==> config.mk <==
export PLATFORM = sky130hd
export DESIGN_NAME = named_semaphore_table
export DESIGN_NICKNAME = d
export VERILOG_FILES = /design/src/hdl/nst_pkg.sv /design/src/hdl/named_semaphore_table.sv /design/src/hdl/nst_cell.sv /design/src/hdl/nst_row.sv
export SDC_FILE = /design/constraint.sdc
export NUM_CORES = 2
export LEC_CHECK = 0
export BUFFER_PORTS_ARGS = -buffer_cell sky130_fd_sc_hd__buf_2
export CAP_MARGIN = 5
export CORE_MARGIN = 2
export CORE_UTILIZATION = 40
export CTS_CLUSTER_DIAMETER = 40
export DETAILED_ROUTE_END_ITERATION = 10
export GPL_ROUTABILITY_DRIVEN = 1
export PLACE_DENSITY = 0.61
export SLEW_MARGIN = 10
export SYNTH_ARGS = -nofsm -noshare
export SYNTH_HDL_FRONTEND = slang
export SYNTH_SLANG_ARGS = --single-unit
==> constraint.sdc <==
create_clock -name clk -period 12.5 [get_ports clk]
set_input_delay 1.25 -clock clk [delete_from_list [all_inputs] [get_ports clk]]
set_output_delay 1.25 -clock clk [all_outputs]
set_load 0.01 [all_outputs]
==> src/hdl/nst_pkg.sv <==
// ---------------------------------------------------------------------------
// nst_pkg
// shared types and constants for the named semaphore table
// ---------------------------------------------------------------------------
package nst_pkg;

    localparam int SLOTS      = 16;
    localparam int NAME_BYTES = 8;
    localparam int SLOT_W     = $clog2(SLOTS);
    localparam int KEY_W      = 64;
    localparam int CNT_W      = 16;
    localparam int HANDLE_W   = 4;

    typedef enum logic [2:0] {
        CMD_OPEN     = 3'd0,
        CMD_WAIT     = 3'd1,
        CMD_POST     = 3'd2,
        CMD_GETVALUE = 3'd3,
        CMD_UNLINK   = 3'd4
    } cmd_t;

    typedef enum logic [1:0] {
        STS_OK        = 2'd0,
        STS_NOT_FOUND = 2'd1,
        STS_FULL      = 2'd2,
        STS_EMPTY_KEY = 2'd3
    } status_t;

    typedef enum logic [1:0] {
        ST_IDLE,
        ST_LOOK,
        ST_APPLY
    } state_t;

    // request fields broadcast to every cell
    typedef struct packed {
        logic [KEY_W-1:0]    key;
        logic [CNT_W-1:0]    init;
        logic [HANDLE_W-1:0] slot;
    } req_t;

    // decoded operation, already qualified by key and handle checks
    typedef struct packed {
        logic op_open;
        logic op_unlink;
        logic op_wait;
        logic op_post;
        logic op_get;
        logic any_match;
    } ops_t;

    // data handed from one cell to the next
    typedef struct packed {
        logic              found;
        logic              free;
        logic              hit;
        logic [SLOT_W-1:0] idx;
        logic [CNT_W-1:0]  val;
    } chain_t;

endpackage

==> src/hdl/named_semaphore_table.sv <==
// ---------------------------------------------------------------------------
// named_semaphore_table
// table of named counting semaphores: open, wait, post, getvalue, unlink
// ---------------------------------------------------------------------------
//
//  channel  handshake            payload
//  -------  -------------------  ---------------------------------------------
//  request  in_valid / in_stall  cmd, name_key, init_value, slot, slot_valid
//  result   out_valid/out_stall  status, slot_out, value_out, must_block,
//                                wake_waiter
//
//  each transaction runs these steps in order: the accepting edge captures
//  and normalizes the key, the look state has every cell compare its name and
//  mark the first match along the chain, and the apply state picks the slot,
//  updates it and writes the result register
//  requests are taken one at a time; the next is accepted in the cycle after
//  the previous one has been written to the result register, even while that
//  result stalls
//  reset empties the table and clears every count at once, no clearing pass
//  a stalled result holds the update step until the result register frees up
//
module named_semaphore_table
    import nst_pkg::*;
(
    input  logic                       clk,
    input  logic                       rst_n,

    input  logic                       in_valid,
    output logic                       in_stall,
    input  logic [2:0]                 cmd,
    input  logic [KEY_W-1:0]           name_key,
    input  logic signed [CNT_W-1:0]    init_value,
    input  logic [HANDLE_W-1:0]        slot,
    input  logic                       slot_valid,

    output logic                       out_valid,
    input  logic                       out_stall,
    output logic [1:0]                 status,
    output logic [HANDLE_W-1:0]        slot_out,
    output logic signed [CNT_W-1:0]    value_out,
    output logic                       must_block,
    output logic                       wake_waiter
);

    // keep the low name bytes up to the first zero byte
    function automatic logic [KEY_W-1:0] norm_key(input logic [KEY_W-1:0] k);
        logic [KEY_W-1:0] res;
        logic             alive;
        res   = '0;
        alive = 1'b1;
        for (int b = 0; b < NAME_BYTES; b++)
        begin
            if (k[8*b +: 8] == 8'h00)
            begin
                alive = 1'b0;
            end
            if (alive)
            begin
                res[8*b +: 8] = k[8*b +: 8];
            end
        end
        return res;
    endfunction

    state_t state_reg, state_next;

    // captured request
    logic [2:0]          cmd_reg;
    logic [KEY_W-1:0]    key_reg;
    logic [CNT_W-1:0]    init_reg;
    logic [HANDLE_W-1:0] slot_reg;
    logic                slot_ok_reg;
    logic                key_zero_reg;
    logic                any_match_reg;

    // result register
    logic                       out_valid_reg, out_valid_next;
    logic [1:0]                 status_reg, status_next;
    logic [HANDLE_W-1:0]        slot_out_reg, slot_out_next;
    logic signed [CNT_W-1:0]    value_reg, value_next;
    logic                       block_reg, block_next;
    logic                       wake_reg, wake_next;

    logic                 accept;
    logic                 look_en;
    logic                 apply_en;
    logic [KEY_W-1:0]     key_norm;
    logic [SLOT_W+3:0]    slot_wide;
    logic                 slot_ok;
    logic [SLOT_W+3:0]    hit_idx_wide;
    logic signed [CNT_W-1:0] tail_val;
    req_t                 req;
    ops_t                 ops;
    chain_t               tail;

    assign in_stall  = (state_reg != ST_IDLE);
    assign accept    = in_valid && !in_stall;
    assign key_norm  = norm_key(name_key);
    assign slot_wide = {{SLOT_W{1'b0}}, slot};
    assign slot_ok   = slot_valid && (slot_wide < (SLOT_W+4)'(SLOTS));

    // broadcast to the cells; name commands with an empty key do nothing
    assign req.key  = key_reg;
    assign req.init = init_reg;
    assign req.slot = slot_reg;

    assign ops.op_open   = (cmd_reg == CMD_OPEN) && !key_zero_reg;
    assign ops.op_unlink = (cmd_reg == CMD_UNLINK) && !key_zero_reg;
    assign ops.op_wait   = (cmd_reg == CMD_WAIT) && slot_ok_reg;
    assign ops.op_post   = (cmd_reg == CMD_POST) && slot_ok_reg;
    assign ops.op_get    = (cmd_reg == CMD_GETVALUE) && slot_ok_reg;
    assign ops.any_match = any_match_reg;

    nst_row u_row (
        .clk      (clk),
        .rst_n    (rst_n),
        .look_en  (look_en),
        .apply_en (apply_en),
        .req      (req),
        .ops      (ops),
        .tail     (tail)
    );

    assign hit_idx_wide = {4'b0, tail.idx};
    assign tail_val     = tail.val;

    // sequencer and result formation
    always_comb
    begin
        state_next     = state_reg;
        look_en        = 1'b0;
        apply_en       = 1'b0;
        out_valid_next = out_valid_reg;
        status_next    = status_reg;
        slot_out_next  = slot_out_reg;
        value_next     = value_reg;
        block_next     = block_reg;
        wake_next      = wake_reg;

        if (out_valid_reg && !out_stall)
        begin
            out_valid_next = 1'b0;
        end

        unique case (state_reg)
            ST_IDLE:
            begin
                if (accept)
                begin
                    state_next = ST_LOOK;
                end
            end
            ST_LOOK:
            begin
                look_en    = 1'b1;
                state_next = ST_APPLY;
            end
            ST_APPLY:
            begin
                if (!out_valid_reg || !out_stall)
                begin
                    apply_en       = 1'b1;
                    state_next     = ST_IDLE;
                    out_valid_next = 1'b1;
                    status_next    = STS_OK;
                    slot_out_next  = '0;
                    value_next     = '0;
                    block_next     = 1'b0;
                    wake_next      = 1'b0;
                    case (cmd_reg) inside
                        CMD_OPEN, CMD_UNLINK:
                        begin
                            if (key_zero_reg)
                            begin
                                status_next = STS_EMPTY_KEY;
                            end
                            else if (!tail.hit)
                            begin
                                status_next = (cmd_reg == CMD_OPEN) ? STS_FULL
                                                                    : STS_NOT_FOUND;
                            end
                            else
                            begin
                                slot_out_next = hit_idx_wide[HANDLE_W-1:0];
                                value_next    = tail_val;
                            end
                        end
                        CMD_WAIT, CMD_POST, CMD_GETVALUE:
                        begin
                            if (!slot_ok_reg)
                            begin
                                status_next = STS_NOT_FOUND;
                                value_next  = -CNT_W'(1);
                            end
                            else
                            begin
                                slot_out_next = slot_reg;
                                value_next    = tail_val;
                                block_next    = (cmd_reg == CMD_WAIT) && (tail_val < 0);
                                wake_next     = (cmd_reg == CMD_POST) && (tail_val <= 0);
                            end
                        end
                        default:
                        begin
                            status_next = STS_NOT_FOUND;
                        end
                    endcase
                end
            end
            default:
            begin
                state_next = ST_IDLE;
            end
        endcase
    end

    always_ff @(posedge clk or negedge rst_n)
    begin
        if (!rst_n)
        begin
            state_reg     <= ST_IDLE;
            out_valid_reg <= 1'b0;
            any_match_reg <= 1'b0;
        end
        else
        begin
            state_reg     <= state_next;
            out_valid_reg <= out_valid_next;
            if (look_en)
            begin
                any_match_reg <= tail.found;
            end
        end
    end

    // payload registers
    always_ff @(posedge clk)
    begin
        if (accept)
        begin
            cmd_reg      <= cmd;
            key_reg      <= key_norm;
            init_reg     <= init_value;
            slot_reg     <= slot;
            slot_ok_reg  <= slot_ok;
            key_zero_reg <= (key_norm == '0);
        end
        status_reg   <= status_next;
        slot_out_reg <= slot_out_next;
        value_reg    <= value_next;
        block_reg    <= block_next;
        wake_reg     <= wake_next;
    end

    assign out_valid   = out_valid_reg;
    assign status      = status_reg;
    assign slot_out    = slot_out_reg;
    assign value_out   = value_reg;
    assign must_block  = block_reg;
    assign wake_waiter = wake_reg;

endmodule

==> src/hdl/nst_cell.sv <==
// ---------------------------------------------------------------------------
// nst_cell
// one semaphore slot: name, count and used flag, plus its link of the chain
// ---------------------------------------------------------------------------
module nst_cell
    import nst_pkg::*;
(
    input  logic              clk,
    input  logic              rst_n,
    input  logic              look_en,
    input  logic              apply_en,
    input  req_t              req,
    input  ops_t              ops,
    input  logic [SLOT_W-1:0] idx,
    input  chain_t            cin,
    output chain_t            cout
);

    logic                    used_reg;
    logic [KEY_W-1:0]        name_reg;
    logic signed [CNT_W-1:0] count_reg;
    logic                    first_reg;

    logic                    match;
    logic                    first_free;
    logic                    handle_hit;
    logic                    selected;
    logic                    create;
    logic [SLOT_W+3:0]       idx_wide;
    logic signed [CNT_W-1:0] count_new;

    assign idx_wide   = {4'b0, idx};
    assign match      = used_reg && (name_reg == req.key);
    assign first_free = !used_reg && !cin.free;
    assign handle_hit = (idx_wide[SLOT_W+3:HANDLE_W] == '0)
                        && (idx_wide[HANDLE_W-1:0] == req.slot);
    assign create     = ops.op_open && !ops.any_match;

    assign selected = (ops.op_open && (ops.any_match ? first_reg : first_free))
                      || (ops.op_unlink && ops.any_match && first_reg)
                      || ((ops.op_wait || ops.op_post || ops.op_get) && handle_hit);

    always_comb
    begin
        count_new = count_reg;
        if (create)
        begin
            count_new = req.init;
        end
        else if (ops.op_unlink)
        begin
            count_new = '0;
        end
        else if (ops.op_wait)
        begin
            // saturate at the most negative count
            if (count_reg != {1'b1, {(CNT_W-1){1'b0}}})
            begin
                count_new = count_reg - CNT_W'(1);
            end
        end
        else if (ops.op_post)
        begin
            if (count_reg != {1'b0, {(CNT_W-1){1'b1}}})
            begin
                count_new = count_reg + CNT_W'(1);
            end
        end
    end

    always_comb
    begin
        cout.found = cin.found || match;
        cout.free  = cin.free || !used_reg;
        cout.hit   = cin.hit || selected;
        cout.idx   = cin.idx | (selected ? idx : '0);
        cout.val   = cin.val | (selected ? count_new : '0);
    end

    always_ff @(posedge clk or negedge rst_n)
    begin
        if (!rst_n)
        begin
            used_reg  <= 1'b0;
            count_reg <= '0;
            first_reg <= 1'b0;
        end
        else
        begin
            if (look_en)
            begin
                first_reg <= match && !cin.found;
            end
            if (apply_en && selected)
            begin
                count_reg <= count_new;
                if (create)
                begin
                    used_reg <= 1'b1;
                end
                else if (ops.op_unlink)
                begin
                    used_reg <= 1'b0;
                end
            end
        end
    end

    // names carry no reset, only compared while the slot is in use
    always_ff @(posedge clk)
    begin
        if (apply_en && selected && create)
        begin
            name_reg <= req.key;
        end
    end

endmodule

==> src/hdl/nst_row.sv <==
// ---------------------------------------------------------------------------
// nst_row
// row of slot cells linked into one priority and read-back chain
// ---------------------------------------------------------------------------
module nst_row
    import nst_pkg::*;
(
    input  logic   clk,
    input  logic   rst_n,
    input  logic   look_en,
    input  logic   apply_en,
    input  req_t   req,
    input  ops_t   ops,
    output chain_t tail
);

    chain_t links [SLOTS+1];

    assign links[0] = '0;

    for (genvar g = 0; g < SLOTS; g++)
    begin : g_cell
        nst_cell u_cell (
            .clk      (clk),
            .rst_n    (rst_n),
            .look_en  (look_en),
            .apply_en (apply_en),
            .req      (req),
            .ops      (ops),
            .idx      (SLOT_W'(g)),
            .cin      (links[g]),
            .cout     (links[g+1])
        );
    end

    assign tail = links[SLOTS];

endmodule

# Yosys cells after proc, flatten, opt, wreduce, memory -nomap -nowiden
# Index checks and enable logic that the tools add are counted.
# Widths: inputs -> output; s select.
[classes] order_cmp=3 add_sub_neg=32 eq_ne=71 reduce_logical=302 div=0 mul=0 n_shift=0 n_mux=186 n_bitwise=31
[op_table] cell="$mux 16" n=117
[op_table] cell="$eq 64x64->1" n=16
[op_table] cell="$add 16x2->16 const B" n=16
[op_table] cell="$ne 16x15->1 const B" n=16
[op_table] cell="$ne 16x16->1 const B" n=16
[op_table] cell="$sub 16x2->16 const B" n=16
[op_table] cell="$or 16x16->16" n=15
[op_table] cell="$logic_and 1x1->1" n=138
[op_table] cell="$logic_or 1x1->1" n=79
[op_table] cell="$logic_not 64->1" n=1
[op_table] cell="$logic_not 8->1" n=8
[op_table] cell="$mux 8" n=8
[op_table] cell="$mux 4" n=13
[op_table] cell="$logic_not 1->1" n=50
[op_table] cell="$reduce_and 2->1" n=18
[op_table] cell="$mux 1" n=35
[op_table] cell="$eq 4x4->1 const A" n=8
[op_table] cell="$or 4x4->4" n=8
[op_table] cell="$eq 3x4->1 const A" n=4
[op_table] cell="$le 16x1->1 const B" n=1
[op_table] cell="$lt 16x1->1 const B" n=1
[op_table] cell="$mux 2" n=8
[op_table] cell="$or 4x3->4" n=4
[op_table] cell="$mux 3" n=4
[op_table] cell="19 further kinds" n=25
[totals] latch_bits=0 out_inout_bits=26 word_cells=703 mem_bits_ro=0 memories=0 reg_bits=1429 ram_bits=0

# Longest topological paths before layout
[depth] ltp_word=26 depth_mapped=15 depth_no_buf=13

# Modules after synthesis
# A second synthesis with hierarchy kept.
[hier_totals] cells_unflattened=7300 area_unflattened_um2=81414.3
[by_module_without_submodules] module="nst_cell (u_row.g_cell[14].u_cell ...)" n_inst=10 area_per_inst_um2=4815.9 cells_per_inst=441 seq_area_each_um2=2372.3
[by_module_without_submodules] module="nst_cell (u_row.g_cell[10].u_cell ...)" n_inst=4 area_per_inst_um2=4827.1 cells_per_inst=435 seq_area_each_um2=2372.3
[by_module_without_submodules] module="nst_cell (u_row.g_cell[9].u_cell)" n_inst=1 area_per_inst_um2=4763.3 cells_per_inst=433 seq_area_each_um2=2372.3
[by_module_without_submodules] module="nst_cell (u_row.g_cell[0].u_cell)" n_inst=1 area_per_inst_um2=4665.7 cells_per_inst=430 seq_area_each_um2=2372.3
[by_module_without_submodules] module="named_semaphore_table" n_inst=1 area_per_inst_um2=4510.6 cells_per_inst=285 seq_area_each_um2=3493.4
[by_module_without_submodules] module="nst_row" n_inst=1 area_per_inst_um2=7.5 cells_per_inst=2 seq_area_each_um2=0.0

# Worst setup path after synthesis
# Ideal clock, no wire load.
[synth_path] path_kind="input port to flip-flop" startpoint="input port out_stall" endpoint="register u_row.g_cell[10].u_cell.name_reg[0] (enable)" required_time_ps=12013 path_buffers=3 stages=8 t_arrival_ps=5861 slack_ps=6152 setup_time_ps=487 cell_sequence="nand2_1 -> nand2b_1 -> clkbuf_1 -> clkinv_1 -> clkbuf_1 -> nand2_1 -> clkbuf_1 -> nor2_1"
[synth_via] elab_chain_cells=6
[synth_lines] item="start: declaration" line_no="named_semaphore_table.sv:37" rtl="input logic out_stall,"
[synth_lines] item="$logic_not 1->1" line_no="named_semaphore_table.sv:160" rtl="if (!out_valid_reg || !out_stall)"
[synth_lines] item="$logic_or 1x1->1" line_no="named_semaphore_table.sv:160"
[synth_lines] item="$mux 1" line_no="named_semaphore_table.sv:160"
[synth_lines] item="$mux 1" line_no="named_semaphore_table.sv:145" rtl="unique case (state_reg)"
[synth_lines] item="named net apply_en" line_no="named_semaphore_table.sv:86" rtl="logic apply_en;"
[synth_lines] item="$logic_and 1x1->1 (2 in a row)" line_no="nst_cell.sv:112" rtl="if (apply_en && selected && create)"
[synth_lines] item="end signal: assignment" line_no="nst_cell.sv:114" rtl="name_reg <= req.key;"
[synth_lines] item="end: declaration" line_no="nst_cell.sv:20" rtl="logic [KEY_W-1:0] name_reg;"
# The timed path passes the listed nets, and every way through them passes these cells.
# A chain may end at the register's enable or synchronous reset.

# Worst setup path after layout
[layout_path] startpoint="register cmd_reg[1]" endpoint="register wake_reg, in the netlist wake_waiter (data pin)"
[layout_via] elab_chain_cells=24 elab_cells_between_ends=194
[layout_lines] item="start: declaration" line_no="named_semaphore_table.sv:68" rtl="logic [2:0] cmd_reg;"
[layout_lines] item="start signal: assignment" line_no="named_semaphore_table.sv:241" rtl="cmd_reg <= cmd;"
[layout_lines] item="$eq 3x2->1 (tied with other cells)" line_no="named_semaphore_table.sv:110, named_semaphore_table.sv:200"
[layout_lines] item="$logic_and 1x1->1 (on tied branches)" line_no="named_semaphore_table.sv:110, named_semaphore_table.sv:108, named_semaphore_table.sv:109"
[layout_lines] item="$mux 16 (tied with other cells)" line_no="nst_cell.sv:62" rtl="else if (ops.op_post)"
[layout_lines] item="$mux 16 (tied with other cells)" line_no="nst_cell.sv:54" rtl="else if (ops.op_wait)"
[layout_lines] item="$mux 16 (tied with other cells)" line_no="nst_cell.sv:50" rtl="else if (ops.op_unlink)"
[layout_lines] item="$mux 16 / $logic_or 1x1->1 (equally long branches)" line_no="nst_cell.sv:46, nst_cell.sv:41"
[layout_lines] item="$mux 16" line_no="nst_cell.sv:77" rtl="cout.val = cin.val | (selected ? count_new : '0);"
[layout_lines] item="$or 16x16->16 (15 in a row)" line_no="nst_cell.sv:77"
[layout_lines] item="$le 16x1->1" line_no="named_semaphore_table.sv:200" rtl="wake_next = (cmd_reg == CMD_POST) && (tail_val <= 0);"
[layout_lines] item="$logic_and 1x1->1" line_no="named_semaphore_table.sv:200"
[layout_lines] item="end signal: assignment" line_no="named_semaphore_table.sv:252" rtl="wake_reg <= wake_next;"
[layout_lines] item="end: declaration" line_no="named_semaphore_table.sv:82" rtl="logic wake_reg, wake_next;"
# Parallel ways exist; a longest one is shown, timed or not.

==> results.md <==
* Met2 global-route usage at 48.9%
* IO Port Bufs at 117
* Vias in the first global route at 56417
* Most instantiated library cell after synthesis: sky130_fd_sc_hd__edfxtp_1
* Worst reg2reg path depth at 12
* Area leader, netlist: sky130_fd_sc_hd__edfxtp_1
* Reg-to-reg critical path startpoint: cmd_reg[1]
* Antenna violations before repair at 21
* Endpoint of the worst setup timing path: wake_waiter
* Number of nets in the layout at 7028
* Number of endpoints failing setup at the final stage at 0
* Final GP Congestion at 1.05
* Overflow after GRT at 0
* Largest family of logic cells by synthesized area: simple AND/OR/NAND/NOR gates
* Count of routing violations after the opening detailed-route iteration at 7430
* Netlist area before placement at 0.0746 sq mm
* Met3 usage at 6.14%
* Proportion of synthesized chip area in sequential cells at 55.6%
* Final count of hold timing violations at 0
* Pre-antenna DRT Iters at 9
* Max_slew headroom at 11.6%
* Register bit total from synthesis at 1429
* Worst Max-Slew Pin Slew at 1.33 ns
* Storage cell area at 0.0414 sq mm
* Class of the most critical setup path: register to register
* Post-CTS repair timing setup buffer count at 0
* Largest net degree at the start of global routing at 138
* Clock latency on the worst-skew pair at 0.88 ns
* Startpoint kind of the worst setup timing path: register
* Origin of the worst setup path: cmd_reg[1]
* Slowest stage cell, crit path: sky130_fd_sc_hd__buf_4
* Synthesized net count at 6932
* Starting density of the core at 40.2%
* Flop2flop setup slack at 7.04 ns
* Count of yosys warnings during synthesis at 0
* Hold WC Path Type: input pin to asynchronous set/reset pin
* Inserted Clock Buffers at 204
* Mean Syn Cell Area at 11.0 sq um
* Final sum of negative setup slack at 0 ns
* Data arrival time of the worst path at 6.12 ns
* Level count of the clock H-tree at 4
* Ports at 118
* Max Root-Sink Buffers at 3
* Final worst hold slack at 0.393 ns
* Detail-routed net length per standard cell at 31.4 microns
* Final worst-path setup slack at 7.04 ns
* Vias per std cell at 6.26
* Power per standard cell area at 153 mW/mm^2
* Number of DRC violations after detailed routing at 0
* Standby leakage power at 28.9 nW
* Library cells used by synthesis at 93
* Filler-free cell count of the finished design at 9551
* Max reg flops at 1024
* Outcome: complete, no violations
* Number of instances in the synthesized netlist at 6792
* Cell count along the critical path at 12
* Worst endpoint required time at 13.16 ns
* Area of the core at 0.185 sq mm
* Worst IR Drop VDD at 0.153 mV
* Post-synthesis share of cell area spent on full adders, half adders and majority gates at 0.805%
* Cell Rows at 158
* Primary flip-flop cell chosen by synthesis mapping: sky130_fd_sc_hd__edfxtp_1
* Die extent in y at 436 microns
* Fin crit period at 5.46 ns
* CTS sink cnt at 1429
* # fillers at 17112
* Count of flip-flops with a built-in enable after synthesis at 1137
* Cell breakdown of the critical path: nor3_2 -> buf_4 -> and2_4 -> buf_4 -> nor2_1 -> o211a_1 -> o31ai_1 -> nand4_1 -> or4_1 -> nor4_1 -> nand4_1 -> o22ai_1
* Reg2Reg Capture Point: wake_waiter
* Simple-Gate Fraction of Synth Area at 15.6%
* Critical path endpoint category: register
* # Max-Cap Violations at 0
* Crit path buf inv count at 2
* Setup repair after global routing missed its margin: no
* Minimum setup slack after placement at 7.24 ns
* Post-DP HPWL at 207000 microns
* Final Cycle Share at 43.7%
* Post-CTS clock slew at the launch and capture registers of the worst setup and hold paths at 0.05 ns
* First-pass GRT wire length at 423000 microns
* Number of hold-repair buffers added at the cts stage at 0
* Placed instance count at 9162
* Portion of synthesized cell area occupied by the leading cell type at 45.8%
* Die area at 0.190 sq mm
* Peak-usage layer in the global routing report: met2
* Overall via count from detail_route at 59769
* Total area of multi-input combinational cells at 0.0307 sq mm
* Xor and xnor area share after synthesis at 11.0%
* Total Wirelength at 300000 microns
* Die Span X at 436 microns
* Async set-reset flop share out of synthesis at 20.4%
* Commonest cells in the netlist: 1137 x sky130_fd_sc_hd__edfxtp_1, 517 x sky130_fd_sc_hd__xnor2_1, 507 x sky130_fd_sc_hd__nand2_1
* Number of nets with antenna violations after routing at 0
* Layout cells sized above 1 at 11.1%
* Clock skew at 0.0882 ns
* Maximum single-stage delay on the critical path at 0.74 ns
* # resized after CTS at 0
* Gr usage total at 30.7%
* Post-synthesis mux area share at 0.332%
* Critical path peak fanout at 52
* Cell at the root of the clock tree: sky130_fd_sc_hd__clkbuf_16
* Kind of cell adding the most delay to the critical path: simple AND/OR/NAND/NOR gates
* TritonCTS clock tree: done
* Final Max Tran Viols at 0
* Synthesized-area fraction occupied by ao, oa, aoi and oai cells at 13.2%
* Max Clk Rate at 0.183 GHz
* Post-synthesis to final-layout area growth at 14.6%
* Most area-consuming cells after synthesis: sky130_fd_sc_hd__edfxtp_1 46%, sky130_fd_sc_hd__dfrtp_1 9.8%, sky130_fd_sc_hd__xnor2_1 6.1%
* Global routing usage on met1 at 39.2%
-- through the flow --
step / instance area (sq um) / power [mW] / utilization, %
3_5_place_dp: 78400 / 7.22 / 42.3
2_1_floorplan: 74600 / 6.39 / -
5_1_grt: 85500 / 13.4 / 46.1
4_1_cts: 85500 / 13.1 / 46.1
6_report: 85500 / 13.1 / 46.1
3_3_place_gp: 78400 / 7.20 / 42.3
-- worst min-delay path by stage --
stage / from / endpoint / slack (ns) / cells past startpoint
6_report: rst_n / u_row.g_cell[13].u_cell.count_reg[2] / 0.39 / 1
5_1_grt: rst_n / u_row.g_cell[13].u_cell.count_reg[2] / 0.47 / 1
4_1_cts: rst_n / u_row.g_cell[13].u_cell.count_reg[2] / 0.43 / 1
3_5_place_dp: u_row.g_cell[14].u_cell.first_reg / u_row.g_cell[14].u_cell.first_reg / 0.48 / 2
3_3_place_gp: u_row.g_cell[8].u_cell.first_reg / u_row.g_cell[8].u_cell.first_reg / 0.47 / 2
2_1_floorplan: u_row.g_cell[8].u_cell.first_reg / u_row.g_cell[8].u_cell.first_reg / 0.44 / 2
-- final cells by class --
type | count | share of cell area, %
antenna | 7 | 0.0205
clock buffer | 232 | 6.16
timing repair buffer | 334 | 2.62
tap | 2480 | 3.63
inverter | 246 | 1.08
clock inverter | 150 | 2.08
sequential | 1429 | 48.5
multi-input combinational | 4673 | 35.9
-- cells by family (layout without fill, tap and decap cells) --
family | Yosys count | count (layout)
buf+inv | 690 | 962
other cells | 0 | 7
compound gates | 1485 | 1485
flops | 1429 | 1429
mux | 23 | 23
simple gates | 2184 | 2184
xor+xnor | 933 | 933
fa+ha+maj | 48 | 48
-- layout by cell type (no fill, tap or decap), drive strengths merged, types with 232 or more instances in the layout --
cell type  instances
nor4             271
clkbuf           232
edfxtp          1137
dfrtp            292
buf              334
xor2             416
nor2             320
o21ai            427
inv              280
xnor2            517
nand2            507
nand4            245
a21oi            245
-- layer usage --
layer	routed length, microns	vias to the layer above
met1	117000	30038
met3	25200	769
met4	20100	14
li1	-	25789
met2	137000	3159
met5	88	-
-- power breakdown --
| part | switching (mW) | leakage, nW | internal (mW) |
|---|---|---|---|
| Combinational | 1.25 | 11.5 | 0.450 |
| Sequential | 0.130 | 14.1 | 5.33 |
| Clock | 2.38 | 3.38 | 3.51 |
| Total | 3.76 | 28.9 | 9.29 |
No activity file was read; power rests on OpenSTA's default activity.
